===== src/rtl/poly_function_generator_gate_macros.svh =====
// Assertion macros used by the gate generator controller
`ifndef POLY_FUNCTION_GENERATOR_GATE_MACROS_SVH
`define POLY_FUNCTION_GENERATOR_GATE_MACROS_SVH

// Same-cycle implication, checked on every rising clock edge out of reset
`define PFG_ASSERT_NOW(lbl, ante, cons, msg) \
  lbl: assert property (@(posedge clk_i) disable iff (!rst_ni) (ante) |-> (cons)) \
    else $error(msg);

// Next-cycle implication
`define PFG_ASSERT_NEXT(lbl, ante, cons, msg) \
  lbl: assert property (@(posedge clk_i) disable iff (!rst_ni) (ante) |=> (cons)) \
    else $error(msg);

`endif


===== src/rtl/pfg_pkg.sv =====
// Types, constants and helpers of the gate generator
package pfg_pkg;

  localparam int VOICES      = 4;
  localparam int SEQ_LEN     = 5;
  localparam int SCALE_STEPS = 13;
  localparam int VIDX_W      = $clog2(VOICES);
  localparam int SIDX_W      = 3;

  localparam logic [15:0] Q15_ONE   = 16'd32768;
  localparam logic [15:0] SEQ_PEAK  = 16'd27853;
  localparam logic [15:0] GRAB_PEAK = 16'd328;
  localparam logic [6:0]  BASE_NOTE = 7'd45;

  localparam logic [2:0] CMD_TICK    = 3'd0;
  localparam logic [2:0] CMD_TRIG    = 3'd1;
  localparam logic [2:0] CMD_GRAB    = 3'd2;
  localparam logic [2:0] CMD_MOVE    = 3'd3;
  localparam logic [2:0] CMD_RELEASE = 3'd4;
  localparam logic [2:0] CMD_REPITCH = 3'd5;

  localparam logic [1:0] PH_IDLE = 2'd0;
  localparam logic [1:0] PH_RISE = 2'd1;
  localparam logic [1:0] PH_FALL = 2'd2;

  localparam logic [1:0] MODE_TREM   = 2'd1;
  localparam logic [1:0] MODE_TIMBRE = 2'd2;

  localparam logic [2:0] REG_RISE   = 3'd0;
  localparam logic [2:0] REG_FALL   = 3'd1;
  localparam logic [2:0] REG_PERIOD = 3'd2;
  localparam logic [2:0] REG_TIMBRE = 3'd3;
  localparam logic [2:0] REG_MODE   = 3'd4;
  localparam logic [2:0] REG_RUN    = 3'd5;
  localparam logic [2:0] REG_USESEQ = 3'd6;
  localparam logic [2:0] REG_STEPS  = 3'd7;

  typedef struct packed {
    logic [15:0] rise_step;
    logic [15:0] fall_step;
    logic [11:0] pulse_period;
    logic [15:0] timbre_base;
    logic [1:0]  cycle_mode;
    logic        run_enable;
    logic        use_sequence;
    logic [19:0] sequence_steps;
  } pfg_cfg_t;

  typedef struct packed {
    logic              load;
    logic              do_cmd;
    logic              do_pulse;
    logic              do_step;
    logic              do_lfo;
    logic              do_emit;
    logic [VIDX_W-1:0] idx;
  } pfg_ctl_t;

  typedef struct packed {
    logic out_free;
    logic out_valid;
  } pfg_sts_t;

  function automatic logic [15:0] sat_q15(logic [16:0] v);
    return (v > {1'b0, Q15_ONE}) ? Q15_ONE : v[15:0];
  endfunction

  function automatic logic [6:0] step_note(logic [3:0] s);
    logic [3:0] sc;
    logic [3:0] rem;
    logic [6:0] oct;
    logic [6:0] pent;
    sc = (s > 4'(SCALE_STEPS - 1)) ? 4'(SCALE_STEPS - 1) : s;
    if (sc >= 4'd10) begin
      oct = 7'd24;
      rem = sc - 4'd10;
    end else if (sc >= 4'd5) begin
      oct = 7'd12;
      rem = sc - 4'd5;
    end else begin
      oct = 7'd0;
      rem = sc;
    end
    case (rem)
      4'd1:    pent = 7'd2;
      4'd2:    pent = 7'd4;
      4'd3:    pent = 7'd7;
      4'd4:    pent = 7'd9;
      default: pent = 7'd0;
    endcase
    return BASE_NOTE + oct + pent;
  endfunction

endpackage


===== src/rtl/pfg_ctrl.sv =====
// Sequencer that walks a command through its command step, and a tick through pulser, voice, LFO and emit steps
module pfg_ctrl
  import pfg_pkg::*;
(
  input  logic           clk_i,
  input  logic           rst_ni,
  input  logic           in_valid_i,
  input  logic [2:0]     cmd_i,
  output logic           in_stall_o,
  input  pfg_sts_t       sts_i,
  output pfg_ctl_t       ctl_o
);

  localparam logic [2:0] S_IDLE  = 3'd0;
  localparam logic [2:0] S_CMD   = 3'd1;
  localparam logic [2:0] S_PULSE = 3'd2;
  localparam logic [2:0] S_STEP  = 3'd3;
  localparam logic [2:0] S_LFO   = 3'd4;
  localparam logic [2:0] S_EMIT  = 3'd5;

  localparam logic [VIDX_W-1:0] LAST_IDX = VIDX_W'(VOICES - 1);

  logic [2:0]        state_q, state_d;
  logic [VIDX_W-1:0] idx_q, idx_d;
  logic              accept;

  assign in_stall_o = (state_q != S_IDLE);
  assign accept     = in_valid_i && !in_stall_o;

  always_comb begin
    state_d = state_q;
    idx_d   = idx_q;
    ctl_o   = '0;
    ctl_o.idx = idx_q;
    unique case (state_q)
      S_IDLE: begin
        ctl_o.load = accept;
        if (accept) begin
          state_d = (cmd_i == CMD_TICK) ? S_PULSE : S_CMD;
        end
      end
      S_CMD: begin
        ctl_o.do_cmd = 1'b1;
        state_d = S_IDLE;
      end
      S_PULSE: begin
        ctl_o.do_pulse = 1'b1;
        idx_d   = '0;
        state_d = S_STEP;
      end
      S_STEP: begin
        ctl_o.do_step = 1'b1;
        if (idx_q == LAST_IDX) begin
          state_d = S_LFO;
        end else begin
          idx_d = idx_q + 1'b1;
        end
      end
      S_LFO: begin
        ctl_o.do_lfo = 1'b1;
        idx_d   = '0;
        state_d = S_EMIT;
      end
      S_EMIT: begin
        // hold until the output register can take the item
        if (sts_i.out_free) begin
          ctl_o.do_emit = 1'b1;
          if (idx_q == LAST_IDX) begin
            state_d = S_IDLE;
          end else begin
            idx_d = idx_q + 1'b1;
          end
        end
      end
      default: state_d = S_IDLE;
    endcase
  end

  always_ff @(posedge clk_i or negedge rst_ni) begin
    if (!rst_ni) begin
      state_q <= S_IDLE;
      idx_q   <= '0;
    end else begin
      state_q <= state_d;
      idx_q   <= idx_d;
    end
  end

`include "poly_function_generator_gate_macros.svh"

  `PFG_ASSERT_NEXT(a_tick_to_pulse, accept && (cmd_i == CMD_TICK), state_q == S_PULSE, "tick did not start the pulser")
  `PFG_ASSERT_NEXT(a_emit_hold, (state_q == S_EMIT) && !sts_i.out_free, $stable(idx_q) && (state_q == S_EMIT), "emit advanced while output full")
  `PFG_ASSERT_NEXT(a_last_emit_idle, ctl_o.do_emit && (idx_q == LAST_IDX), (state_q == S_IDLE) && sts_i.out_valid, "last result not followed by idle")

endmodule


===== src/rtl/pfg_dp.sv =====
// Voice, pulser and LFO state with the output register
module pfg_dp
  import pfg_pkg::*;
(
  input  logic        clk_i,
  input  logic        rst_ni,
  input  pfg_cfg_t    cfg_i,
  input  pfg_ctl_t    ctl_i,
  output pfg_sts_t    sts_o,
  input  logic [2:0]  cmd_i,
  input  logic [6:0]  pitch_i,
  input  logic [15:0] velocity_i,
  input  logic [15:0] pressure_i,
  input  logic [1:0]  voice_select_i,
  input  logic [3:0]  random_step_i,
  input  logic [15:0] random_velocity_i,
  output logic        out_valid_o,
  input  logic        out_stall_i,
  output logic [1:0]  voice_o,
  output logic [6:0]  note_o,
  output logic [15:0] gate_level_o,
  output logic [15:0] timbre_o,
  output logic        last_o
);

  localparam logic [VIDX_W-1:0] LAST_IDX = VIDX_W'(VOICES - 1);

  logic [15:0] level_q [VOICES];
  logic [1:0]  phase_q [VOICES];
  logic [15:0] peak_q  [VOICES];
  logic [6:0]  vpitch_q[VOICES];
  logic [15:0] lfo_q;
  logic        lfo_rising_q;
  logic [12:0] pulse_acc_q;
  logic [SIDX_W-1:0] seq_index_q;
  logic        press_active_q;
  logic [VIDX_W-1:0] press_voice_q;
  logic [15:0] press_target_q;

  logic [2:0]  cmd_q;
  logic [6:0]  pitch_q;
  logic [15:0] vel_q, pres_q, rvel_q;
  logic [1:0]  vsel_q;
  logic [3:0]  rstep_q;

  logic        out_valid_q;
  logic [1:0]  voice_q;
  logic [6:0]  note_q;
  logic [15:0] gate_q, timbre_q;
  logic        last_q;

  // quietest voice, ties to lowest index
  logic [VIDX_W-1:0] sel;
  always_comb begin
    sel = '0;
    for (int i = 1; i < VOICES; i++) begin
      if (level_q[i] < level_q[sel]) sel = VIDX_W'(i);
    end
  end

  // pulser
  logic [13:0] acc1, acc2;
  logic        fire;
  logic [12:0] acc_nx;
  logic [19:0] seq_sh;
  logic [6:0]  pl_note;
  logic [15:0] pl_peak;
  always_comb begin
    acc1   = {1'b0, pulse_acc_q} + 14'd16;
    fire   = acc1 >= {2'b00, cfg_i.pulse_period};
    acc2   = acc1 - {2'b00, cfg_i.pulse_period};
    if (!fire) acc_nx = acc1[12:0];
    else if (acc2 > {2'b00, cfg_i.pulse_period}) acc_nx = {1'b0, cfg_i.pulse_period};
    else acc_nx = acc2[12:0];
    seq_sh = cfg_i.sequence_steps >> {seq_index_q, 2'b00};
    if (cfg_i.use_sequence) begin
      pl_note = step_note(seq_sh[3:0]);
      pl_peak = SEQ_PEAK;
    end else begin
      pl_note = step_note(rstep_q);
      pl_peak = sat_q15({1'b0, rvel_q});
    end
  end

  // envelope step of the addressed voice
  logic [16:0] lv, lv_nx, diff;
  logic [1:0]  ph_nx;
  always_comb begin
    lv    = {1'b0, level_q[ctl_i.idx]};
    lv_nx = lv;
    ph_nx = phase_q[ctl_i.idx];
    diff  = '0;
    if (press_active_q && (ctl_i.idx == press_voice_q)) begin
      if ({1'b0, press_target_q} > lv) begin
        diff  = {1'b0, press_target_q} - lv;
        lv_nx = (diff > {1'b0, cfg_i.rise_step}) ? lv + {1'b0, cfg_i.rise_step}
                                                  : {1'b0, press_target_q};
      end else begin
        diff  = lv - {1'b0, press_target_q};
        lv_nx = (diff > {1'b0, cfg_i.fall_step}) ? lv - {1'b0, cfg_i.fall_step}
                                                  : {1'b0, press_target_q};
      end
    end else if (phase_q[ctl_i.idx] == PH_RISE) begin
      lv_nx = lv + {1'b0, cfg_i.rise_step};
      if (lv_nx >= {1'b0, peak_q[ctl_i.idx]}) begin
        lv_nx = {1'b0, peak_q[ctl_i.idx]};
        ph_nx = PH_FALL;
      end
    end else if (phase_q[ctl_i.idx] == PH_FALL) begin
      if (lv <= {1'b0, cfg_i.fall_step}) begin
        lv_nx = '0;
        ph_nx = PH_IDLE;
      end else begin
        lv_nx = lv - {1'b0, cfg_i.fall_step};
      end
    end
  end

  // LFO step
  logic [16:0] lfo_sum;
  logic [15:0] lfo_nx;
  logic        lfo_rise_nx;
  always_comb begin
    lfo_sum     = {1'b0, lfo_q} + {1'b0, cfg_i.rise_step};
    lfo_nx      = lfo_q;
    lfo_rise_nx = lfo_rising_q;
    if (lfo_rising_q) begin
      if (lfo_sum >= {1'b0, Q15_ONE}) begin
        lfo_nx      = Q15_ONE;
        lfo_rise_nx = 1'b0;
      end else begin
        lfo_nx = lfo_sum[15:0];
      end
    end else if (lfo_q <= cfg_i.fall_step) begin
      lfo_nx      = '0;
      lfo_rise_nx = 1'b1;
    end else begin
      lfo_nx = lfo_q - cfg_i.fall_step;
    end
  end

  // result of the addressed voice
  logic [17:0] t3;
  logic [15:0] trem;
  logic [16:0] tim17;
  logic [31:0] prod;
  logic [32:0] prod_r;
  always_comb begin
    t3     = {2'b00, lfo_q} + {1'b0, lfo_q, 1'b0} + 18'd2;
    trem   = (cfg_i.cycle_mode == MODE_TREM) ? 16'd8192 + t3[17:2] : Q15_ONE;
    tim17  = {1'b0, cfg_i.timbre_base};
    if (cfg_i.cycle_mode == MODE_TIMBRE) begin
      tim17 = tim17 + (({1'b0, lfo_q} + 17'd1) >> 1);
    end
    prod   = level_q[ctl_i.idx] * trem;
    prod_r = {1'b0, prod} + 33'd16384;
  end

  always_ff @(posedge clk_i or negedge rst_ni) begin
    if (!rst_ni) begin
      for (int i = 0; i < VOICES; i++) begin
        level_q[i]  <= '0;
        phase_q[i]  <= PH_IDLE;
        peak_q[i]   <= Q15_ONE;
        vpitch_q[i] <= BASE_NOTE;
      end
      lfo_q          <= '0;
      lfo_rising_q   <= 1'b1;
      pulse_acc_q    <= '0;
      seq_index_q    <= '0;
      press_active_q <= 1'b0;
      press_voice_q  <= '0;
      press_target_q <= '0;
    end else begin
      if (ctl_i.do_cmd) begin
        case (cmd_q)
          CMD_TRIG: begin
            vpitch_q[sel] <= pitch_q;
            phase_q[sel]  <= PH_RISE;
            peak_q[sel]   <= sat_q15({1'b0, vel_q});
          end
          CMD_GRAB: begin
            // a regrab of the held voice leaves it idle
            if (press_active_q && (press_voice_q != sel)) begin
              phase_q[press_voice_q] <= PH_FALL;
            end
            vpitch_q[sel]  <= pitch_q;
            phase_q[sel]   <= PH_IDLE;
            peak_q[sel]    <= GRAB_PEAK;
            press_voice_q  <= sel;
            press_active_q <= 1'b1;
            press_target_q <= sat_q15({1'b0, pres_q});
          end
          CMD_MOVE: begin
            if (press_active_q) begin
              press_target_q          <= sat_q15({1'b0, pres_q});
              vpitch_q[press_voice_q] <= pitch_q;
            end
          end
          CMD_RELEASE: begin
            if (press_active_q) begin
              phase_q[press_voice_q] <= PH_FALL;
              press_active_q         <= 1'b0;
            end
          end
          CMD_REPITCH: begin
            if ({1'b0, vsel_q} < 3'(VOICES)) vpitch_q[vsel_q[VIDX_W-1:0]] <= pitch_q;
          end
          default: ;
        endcase
      end
      if (ctl_i.do_pulse && cfg_i.run_enable) begin
        pulse_acc_q <= acc_nx;
        if (fire) begin
          vpitch_q[sel] <= pl_note;
          phase_q[sel]  <= PH_RISE;
          peak_q[sel]   <= pl_peak;
          if (cfg_i.use_sequence) begin
            seq_index_q <= (seq_index_q == SIDX_W'(SEQ_LEN - 1)) ? '0 : seq_index_q + 1'b1;
          end
        end
      end
      if (ctl_i.do_step) begin
        level_q[ctl_i.idx] <= sat_q15(lv_nx);
        phase_q[ctl_i.idx] <= ph_nx;
      end
      if (ctl_i.do_lfo) begin
        lfo_q        <= lfo_nx;
        lfo_rising_q <= lfo_rise_nx;
      end
    end
  end

  always_ff @(posedge clk_i) begin
    if (ctl_i.load) begin
      cmd_q   <= cmd_i;
      pitch_q <= pitch_i;
      vel_q   <= velocity_i;
      pres_q  <= pressure_i;
      vsel_q  <= voice_select_i;
      rstep_q <= random_step_i;
      rvel_q  <= random_velocity_i;
    end
    if (ctl_i.do_emit) begin
      voice_q  <= 2'(ctl_i.idx);
      note_q   <= vpitch_q[ctl_i.idx];
      gate_q   <= sat_q15(prod_r[31:15]);
      timbre_q <= sat_q15(tim17);
      last_q   <= (ctl_i.idx == LAST_IDX);
    end
  end

  always_ff @(posedge clk_i or negedge rst_ni) begin
    if (!rst_ni) begin
      out_valid_q <= 1'b0;
    end else if (ctl_i.do_emit) begin
      out_valid_q <= 1'b1;
    end else if (!out_stall_i) begin
      out_valid_q <= 1'b0;
    end
  end

  assign sts_o.out_free  = !out_valid_q || !out_stall_i;
  assign sts_o.out_valid = out_valid_q;
  assign out_valid_o  = out_valid_q;
  assign voice_o      = voice_q;
  assign note_o       = note_q;
  assign gate_level_o = gate_q;
  assign timbre_o     = timbre_q;
  assign last_o       = last_q;

endmodule


===== src/rtl/poly_function_generator_gate.sv =====
// Four-voice gate generator: usage
// Input channel (in_valid_i / in_stall_o) takes one command item: tick, trigger,
// press grab, press move, press release or repitch. Only a tick yields results:
// one item per voice, voice 0 first, last_o high on the final voice.
// Output channel (out_valid_o / out_stall_i) carries voice, note, gate level and
// timbre from a single output register.
// Sequence: a non-tick command is accepted, then applied in the command state. A
// tick is accepted, then walks the pulser state, an envelope step for each voice,
// the LFO state and an emit step for each voice. The sequencer updates one voice
// per cycle, except that emit waits while the output register is full.
// in_stall_o stays high until the item is fully handled; the next item may be taken
// while the final result still waits in the output register.
// A stalled receiver holds the output register and freezes the emit walk.
// Reset clears all voices to idle at level 0, pitch 45 and peak full scale, the LFO
// to zero and rising, and loads the register defaults.
// Registers sit on an APB port at byte address 4 times the register index.
module poly_function_generator_gate
  import pfg_pkg::*;
(
  input  logic        clk_i,
  input  logic        rst_ni,
  input  logic        psel,
  input  logic        penable,
  input  logic        pwrite,
  input  logic [4:0]  paddr,
  input  logic [31:0] pwdata,
  output logic [31:0] prdata,
  output logic        pready,
  input  logic        in_valid_i,
  output logic        in_stall_o,
  input  logic [2:0]  cmd_i,
  input  logic [6:0]  pitch_i,
  input  logic [15:0] velocity_i,
  input  logic [15:0] pressure_i,
  input  logic [1:0]  voice_select_i,
  input  logic [3:0]  random_step_i,
  input  logic [15:0] random_velocity_i,
  output logic        out_valid_o,
  input  logic        out_stall_i,
  output logic [1:0]  voice_o,
  output logic [6:0]  note_o,
  output logic [15:0] gate_level_o,
  output logic [15:0] timbre_o,
  output logic        last_o
);

  pfg_cfg_t   cfg_q;
  pfg_ctl_t   ctl;
  pfg_sts_t   sts;
  logic       wr_en;
  logic [2:0] reg_idx;

  assign pready  = 1'b1;
  assign reg_idx = paddr[4:2];
  assign wr_en   = psel && penable && pwrite && pready;

  always_ff @(posedge clk_i or negedge rst_ni) begin
    if (!rst_ni) begin
      cfg_q.rise_step      <= 16'd14077;
      cfg_q.fall_step      <= 16'd857;
      cfg_q.pulse_period   <= 12'd461;
      cfg_q.timbre_base    <= 16'd14746;
      cfg_q.cycle_mode     <= 2'd0;
      cfg_q.run_enable     <= 1'b0;
      cfg_q.use_sequence   <= 1'b1;
      cfg_q.sequence_steps <= 20'd336928;
    end else if (wr_en) begin
      unique case (reg_idx)
        REG_RISE:   cfg_q.rise_step      <= pwdata[15:0];
        REG_FALL:   cfg_q.fall_step      <= pwdata[15:0];
        REG_PERIOD: cfg_q.pulse_period   <= pwdata[11:0];
        REG_TIMBRE: cfg_q.timbre_base    <= pwdata[15:0];
        REG_MODE:   cfg_q.cycle_mode     <= pwdata[1:0];
        REG_RUN:    cfg_q.run_enable     <= pwdata[0];
        REG_USESEQ: cfg_q.use_sequence   <= pwdata[0];
        REG_STEPS:  cfg_q.sequence_steps <= pwdata[19:0];
        default: ;
      endcase
    end
  end

  always_comb begin
    unique case (reg_idx)
      REG_RISE:   prdata = {16'd0, cfg_q.rise_step};
      REG_FALL:   prdata = {16'd0, cfg_q.fall_step};
      REG_PERIOD: prdata = {20'd0, cfg_q.pulse_period};
      REG_TIMBRE: prdata = {16'd0, cfg_q.timbre_base};
      REG_MODE:   prdata = {30'd0, cfg_q.cycle_mode};
      REG_RUN:    prdata = {31'd0, cfg_q.run_enable};
      REG_USESEQ: prdata = {31'd0, cfg_q.use_sequence};
      REG_STEPS:  prdata = {12'd0, cfg_q.sequence_steps};
      default:    prdata = '0;
    endcase
  end

  pfg_ctrl u_ctrl (
    .clk_i      (clk_i),
    .rst_ni     (rst_ni),
    .in_valid_i (in_valid_i),
    .cmd_i      (cmd_i),
    .in_stall_o (in_stall_o),
    .sts_i      (sts),
    .ctl_o      (ctl)
  );

  pfg_dp u_dp (
    .clk_i             (clk_i),
    .rst_ni            (rst_ni),
    .cfg_i             (cfg_q),
    .ctl_i             (ctl),
    .sts_o             (sts),
    .cmd_i             (cmd_i),
    .pitch_i           (pitch_i),
    .velocity_i        (velocity_i),
    .pressure_i        (pressure_i),
    .voice_select_i    (voice_select_i),
    .random_step_i     (random_step_i),
    .random_velocity_i (random_velocity_i),
    .out_valid_o       (out_valid_o),
    .out_stall_i       (out_stall_i),
    .voice_o           (voice_o),
    .note_o            (note_o),
    .gate_level_o      (gate_level_o),
    .timbre_o          (timbre_o),
    .last_o            (last_o)
  );

endmodule


===== config.mk =====
export PLATFORM = sky130hd
export DESIGN_NAME = poly_function_generator_gate
export DESIGN_NICKNAME = d
export VERILOG_FILES = /design/src/rtl/pfg_pkg.sv /design/src/rtl/pfg_ctrl.sv /design/src/rtl/pfg_dp.sv /design/src/rtl/poly_function_generator_gate.sv
export VERILOG_INCLUDE_DIRS = /design/src /design/src/rtl
export SDC_FILE = /design/constraint.sdc
export NUM_CORES = 2
export LEC_CHECK = 0
export BUFFER_PORTS_ARGS = -buffer_cell sky130_fd_sc_hd__buf_2
export CORE_UTILIZATION = 40
export DETAILED_ROUTE_END_ITERATION = 8
export PLACE_DENSITY_LB_ADDON = 0.1
export SYNTH_ARGS = -nofsm -noshare
export SYNTH_HDL_FRONTEND = slang
export SYNTH_SLANG_ARGS = --single-unit

===== constraint.sdc =====
create_clock -name clk_i -period 11.4 [get_ports clk_i]
set_input_delay 2.85 -clock clk_i [delete_from_list [all_inputs] [get_ports clk_i]]
set_output_delay 2.85 -clock clk_i [all_outputs]
set_load 0.01 [all_outputs]

==> results.txt <==
* Chip height: 316 µm
- The analysis attributes to cell leakage a power of 20.0 nW.
- For this design the ratio of total power to cell area is 342 nW/µm².
- Delay of the slowest cell on the worst path: 0.65 ns
* Starting utilization of the core area: 40.5%
* Wire length of the first global-routing pass: 199 mm
- Portion of the post-synthesis area used by sequential elements: 27.7%
- The die covers 99600 µm².
- For this run, the top clock speed supported by timing is 92.2 MHz.
* Depth of the worst register-to-register path: 41
- Overall overflow remaining after global route: 0
- The clock arrives with 0.0378 ns of skew.
- Count of routing violations after the opening detailed-route iteration: 2318
* Number of vias per cell: 5.69
- Gate Count Post-Synth: 4357
- R2r setup slk: 0.56 ns
- The most critical setup path has its startpoint at u_dp.lfo_q[1].
- The total area inside the core boundary comes to 97000 µm².
* Hold path cells: 2
- The worst path uses 95.1% of the clock period.
- Counting flops with an async set or reset pin after synthesis yields a share of 74.3%.
* Max-cap viol count: 0
- The tree is rooted in a sky130_fd_sc_hd__clkbuf_16.
- Number of pins with negative max-slew slack in the final report: 0
- Summing every instance area after synthesis gives 39300 µm².
* Required time worst endpoint: 11.90 ns
* Initial antenna violation count: 0
- From synthesis to final layout, the design area changed by 10.0%.
- Summing all multi-input logic gate instances after layout gives 26000 µm².
- Total DRC errors in the routed layout: 0
- Power comes to 14.8 mW.
- Number of buffers inserted by hold repair at cts: 0
- Worst relative slew slack: 13.2%
* Post-route standard cell area excluding fillers: 43300 µm²
- Worst reg2reg endpoint: u_dp.gate_level_o[3]
- Unrepaired setup endpoints after global routing: no
- Io pins: 185
- Flip-flop and latch count after synthesis: 412
- Remaining number of nets flagged by the antenna check after routing: 0
- Clock transition at the register clock pins on the worst setup and hold paths after CTS: 0.06 ns
- The worst-case IR drop observed on VDD is 287 µV.
- Endpoint class of the critical path: flip-flop
- Total CTS buffers: 51
* Average wire per cell in the routed design: 22.7 µm
* Beginning of the worst register-to-register path: u_dp.lfo_q[1]
- The longest clock path from root to sink contains 3 buffers.
* Count of input and output buffers: 157
- The largest individual stage delay along the critical path comes from the cell sky130_fd_sc_hd__or4b_4.
- Critical path fanouts, max: 6
- The run finished with clean final reports.
- Total wirelength of the detailed-routed design: 130 mm
* Placement Rows: 114
* CP Launch Type: flip-flop
- Counting every sink on the clock net gives 412.
- The placed instances occupy a cell area of 41400 µm².
- Crit path capture: u_dp.gate_level_o[3]
- The average instance in the mapped netlist occupies 9.03 µm².
- The via count of the first global-routing pass came to 32300.
* Most used flip-flop cell after synthesis: sky130_fd_sc_hd__dfrtp_1
- Pre-Repair DR Iteration Count: 8
- CP Class: reg -> reg
- Total global-route track usage: 26.2%
- Count of distinct cell types in the synthesized netlist: 95
- From left edge to right edge, the die measures 316 µm.
- Post-Route Setup TNS: 0 ns
- The path class of the tightest hold or removal check is reg -> reg.
- Yosys mapped a number of flops with a built-in enable equal to 106.
- The detailed router placed 32700 vias in this run.
* CTS H-tree lvls: 2
* Time the final worst path needs with I/O delays and setup: 10.84 ns
- Of all cell types, the one taking the most synthesized area is sky130_fd_sc_hd__dfrtp_1.
- For the worst setup path, the data arrival time is 11.34 ns.
- After synthesis, the largest area contributor takes up 15.8% of total cell area.
- Entering global routing, the biggest net connects 112 pins.
* Synth top area cells: sky130_fd_sc_hd__dfrtp_1, sky130_fd_sc_hd__ha_1, sky130_fd_sc_hd__fa_1
* Worst Tran Pin Value: 1.30 ns
- TritonCTS built the clock tree.
- In this design, the critical path's most frequently occurring cell is sky130_fd_sc_hd__fa_1.
- Clock latency reported for the late side of the worst-skew pair: 0.67 ns
- Detailed placement ended at an HPWL of 98.3 mm.
- After filler insertion, the fill cell instance count of the layout stands at 9625.
- For this run, the post-layout net count is 5139.
- The count of final hold-check violations is 0.
- Registers take 10900 µm².
* Final setup violation count: 0
* Final estimated routing congestion in global placement: 0.926
* Layout cells sized above 1: 12.0%
* Number of warnings reported in the yosys synthesis log: 0
kinds of logic (layout without fill, tap and decap cells):
logic type,Yosys count,after routing,synth area share (%)
AOI/OAI and AO/OA,1085,1085,17.8
xor gates and xnor gates,163,163,3.63
adders and majority gates,603,603,23.1
DFF,412,412,27.7
and+or+nand+nor,1198,1199,13.9
buffers and inverters,658,761,6.45
muxes,236,236,7.44
other,2,15,0.0191
per-layer routing:
layer | vias up | track usage (%) | wire length (µm)
met3 | 179 | 2.91 | 6410
li1 | 15500 | - | -
met1 | 16100 | 35.6 | 58700
met5 | - | 0 | 0
met4 | 0 | 8.61 | 4260
met2 | 935 | 43.4 | 61100
metrics by stage:
step / hold WS (ns) / cells / utilization [%] / setup slack, ns
global placement: 0.458 / 5650 / 42.7 / 0.409
detailed placement: 0.467 / 5650 / 42.7 / 0.379
global route: 0.503 / 5748 / 44.6 / 0.0264
floorplan: 0.445 / 4368 / - / 1.21
finish: 0.475 / 5750 / 44.6 / 0.558
CTS: 0.480 / 5746 / 44.6 / 0.309
power breakdown:
group	internal, mW	switching, mW
Sequential	2.00	0.489
Clock	0.999	0.711
Combinational	3.88	6.73
timing repair:
item                       in CTS  in global routing
setup endpoints to repair       0                 16
setup buffers                   0                  1
resized for setup               0                  6
state kept, by name, indices dropped and copies added (netlist names), 3 cells and up:
| signal | flops |
|---|---|
| u_dp.rstep_q | 4 |
| u_dp.pitch_q | 7 |
| u_dp.pulse_acc_q | 13 |
| u_ctrl.state_q | 3 |
| u_dp.vpitch_q | 28 |
| u_dp.vel_q | 16 |
| u_dp.note_o | 7 |
| u_dp.gate_level_o | 16 |
| u_dp.level_q | 64 |
| u_dp.rvel_q | 16 |
| u_dp.phase_q | 8 |
| u_dp.cmd_q | 3 |
| u_dp.seq_index_q | 3 |
| u_dp.press_target_q | 16 |
| u_dp.lfo_q | 16 |
| u_dp.timbre_o | 16 |
| u_dp.peak_q | 64 |
| cfg_q | 84 |
| u_dp.pres_q | 16 |
critical path, delay by kind of cell (launching register included):
kind | cells | cell delay, ns
DFF | 1 | 0.47
adders and majority gates | 11 | 4.21
buffers and inverters | 5 | 0.34
and+or+nand+nor | 6 | 1.87
xor gates and xnor gates | 2 | 0.39
AOI/OAI and AO/OA | 17 | 3.44
how the worst min path moves through the flow:
stage,end,start,slack (ns)
3_5_place_dp,u_dp.peak_q[21],u_dp.peak_q[21],0.47
3_3_place_gp,u_dp.peak_q[21],u_dp.peak_q[21],0.46
6_report,u_dp.peak_q[21],u_dp.peak_q[21],0.48
5_1_grt,u_dp.peak_q[61],u_dp.peak_q[61],0.50
4_1_cts,u_dp.peak_q[21],u_dp.peak_q[21],0.48
2_1_floorplan,u_dp.peak_q[16],u_dp.peak_q[16],0.44
synthesized netlist by cell type, drive strengths merged (30+ instances only):
cell type  number
nand2b         34
o31ai          43
nand3          81
and2           33
nand2         456
a21o           83
o21a           49
inv           437
a211oi         41
fa            203
dfstp          58
dfrtp         248
nor2          310
o21ai         293
mux2           70
clkbuf        186
mux4           37
a32oi          30
o22ai          42
nor3           72
a21oi         257
mux2i         129
nor2b          46
edfxtp        106
nand4          42
xor2           45
a31oi          31
buf            30
xnor2         118
and3           38
ha            399
cell usage in the layout (no fill, tap or decap), types with 37 or more instances in the layout:
cell / instances
sky130_fd_sc_hd__nand2_1: 456
sky130_fd_sc_hd__inv_1: 436
sky130_fd_sc_hd__ha_1: 399
sky130_fd_sc_hd__nor2_1: 308
sky130_fd_sc_hd__o21ai_0: 283
sky130_fd_sc_hd__a21oi_1: 248
sky130_fd_sc_hd__dfrtp_1: 246
sky130_fd_sc_hd__fa_1: 203
sky130_fd_sc_hd__buf_2: 156
sky130_fd_sc_hd__mux2i_1: 128
sky130_fd_sc_hd__xnor2_1: 117
sky130_fd_sc_hd__edfxtp_1: 106
sky130_fd_sc_hd__a21o_1: 83
sky130_fd_sc_hd__nand3_1: 81
sky130_fd_sc_hd__nor3_1: 70
sky130_fd_sc_hd__mux2_2: 70
sky130_fd_sc_hd__buf_4: 65
sky130_fd_sc_hd__dfstp_2: 58
sky130_fd_sc_hd__clkbuf_16: 54
sky130_fd_sc_hd__o21a_1: 49
sky130_fd_sc_hd__xor2_1: 45
sky130_fd_sc_hd__nor2b_1: 45
sky130_fd_sc_hd__o31ai_1: 43
sky130_fd_sc_hd__o22ai_1: 42
sky130_fd_sc_hd__nand4_1: 42
sky130_fd_sc_hd__a211oi_1: 40
sky130_fd_sc_hd__mux4_2: 37
sky130_fd_sc_hd__and3_1: 37
final cells by class:
cell class	instances	area share, %
Multi-Input combinational cell	3299	60.1
Clock buffer	79	3.62
Sequential cell	412	25.2
Timing Repair Buffer	223	3.01
Inverter	442	3.83
Clock inverter	17	0.497
Tap cell	1276	3.69
Antenna cell	2	0.0116
Power figures use the tool's default switching activity.
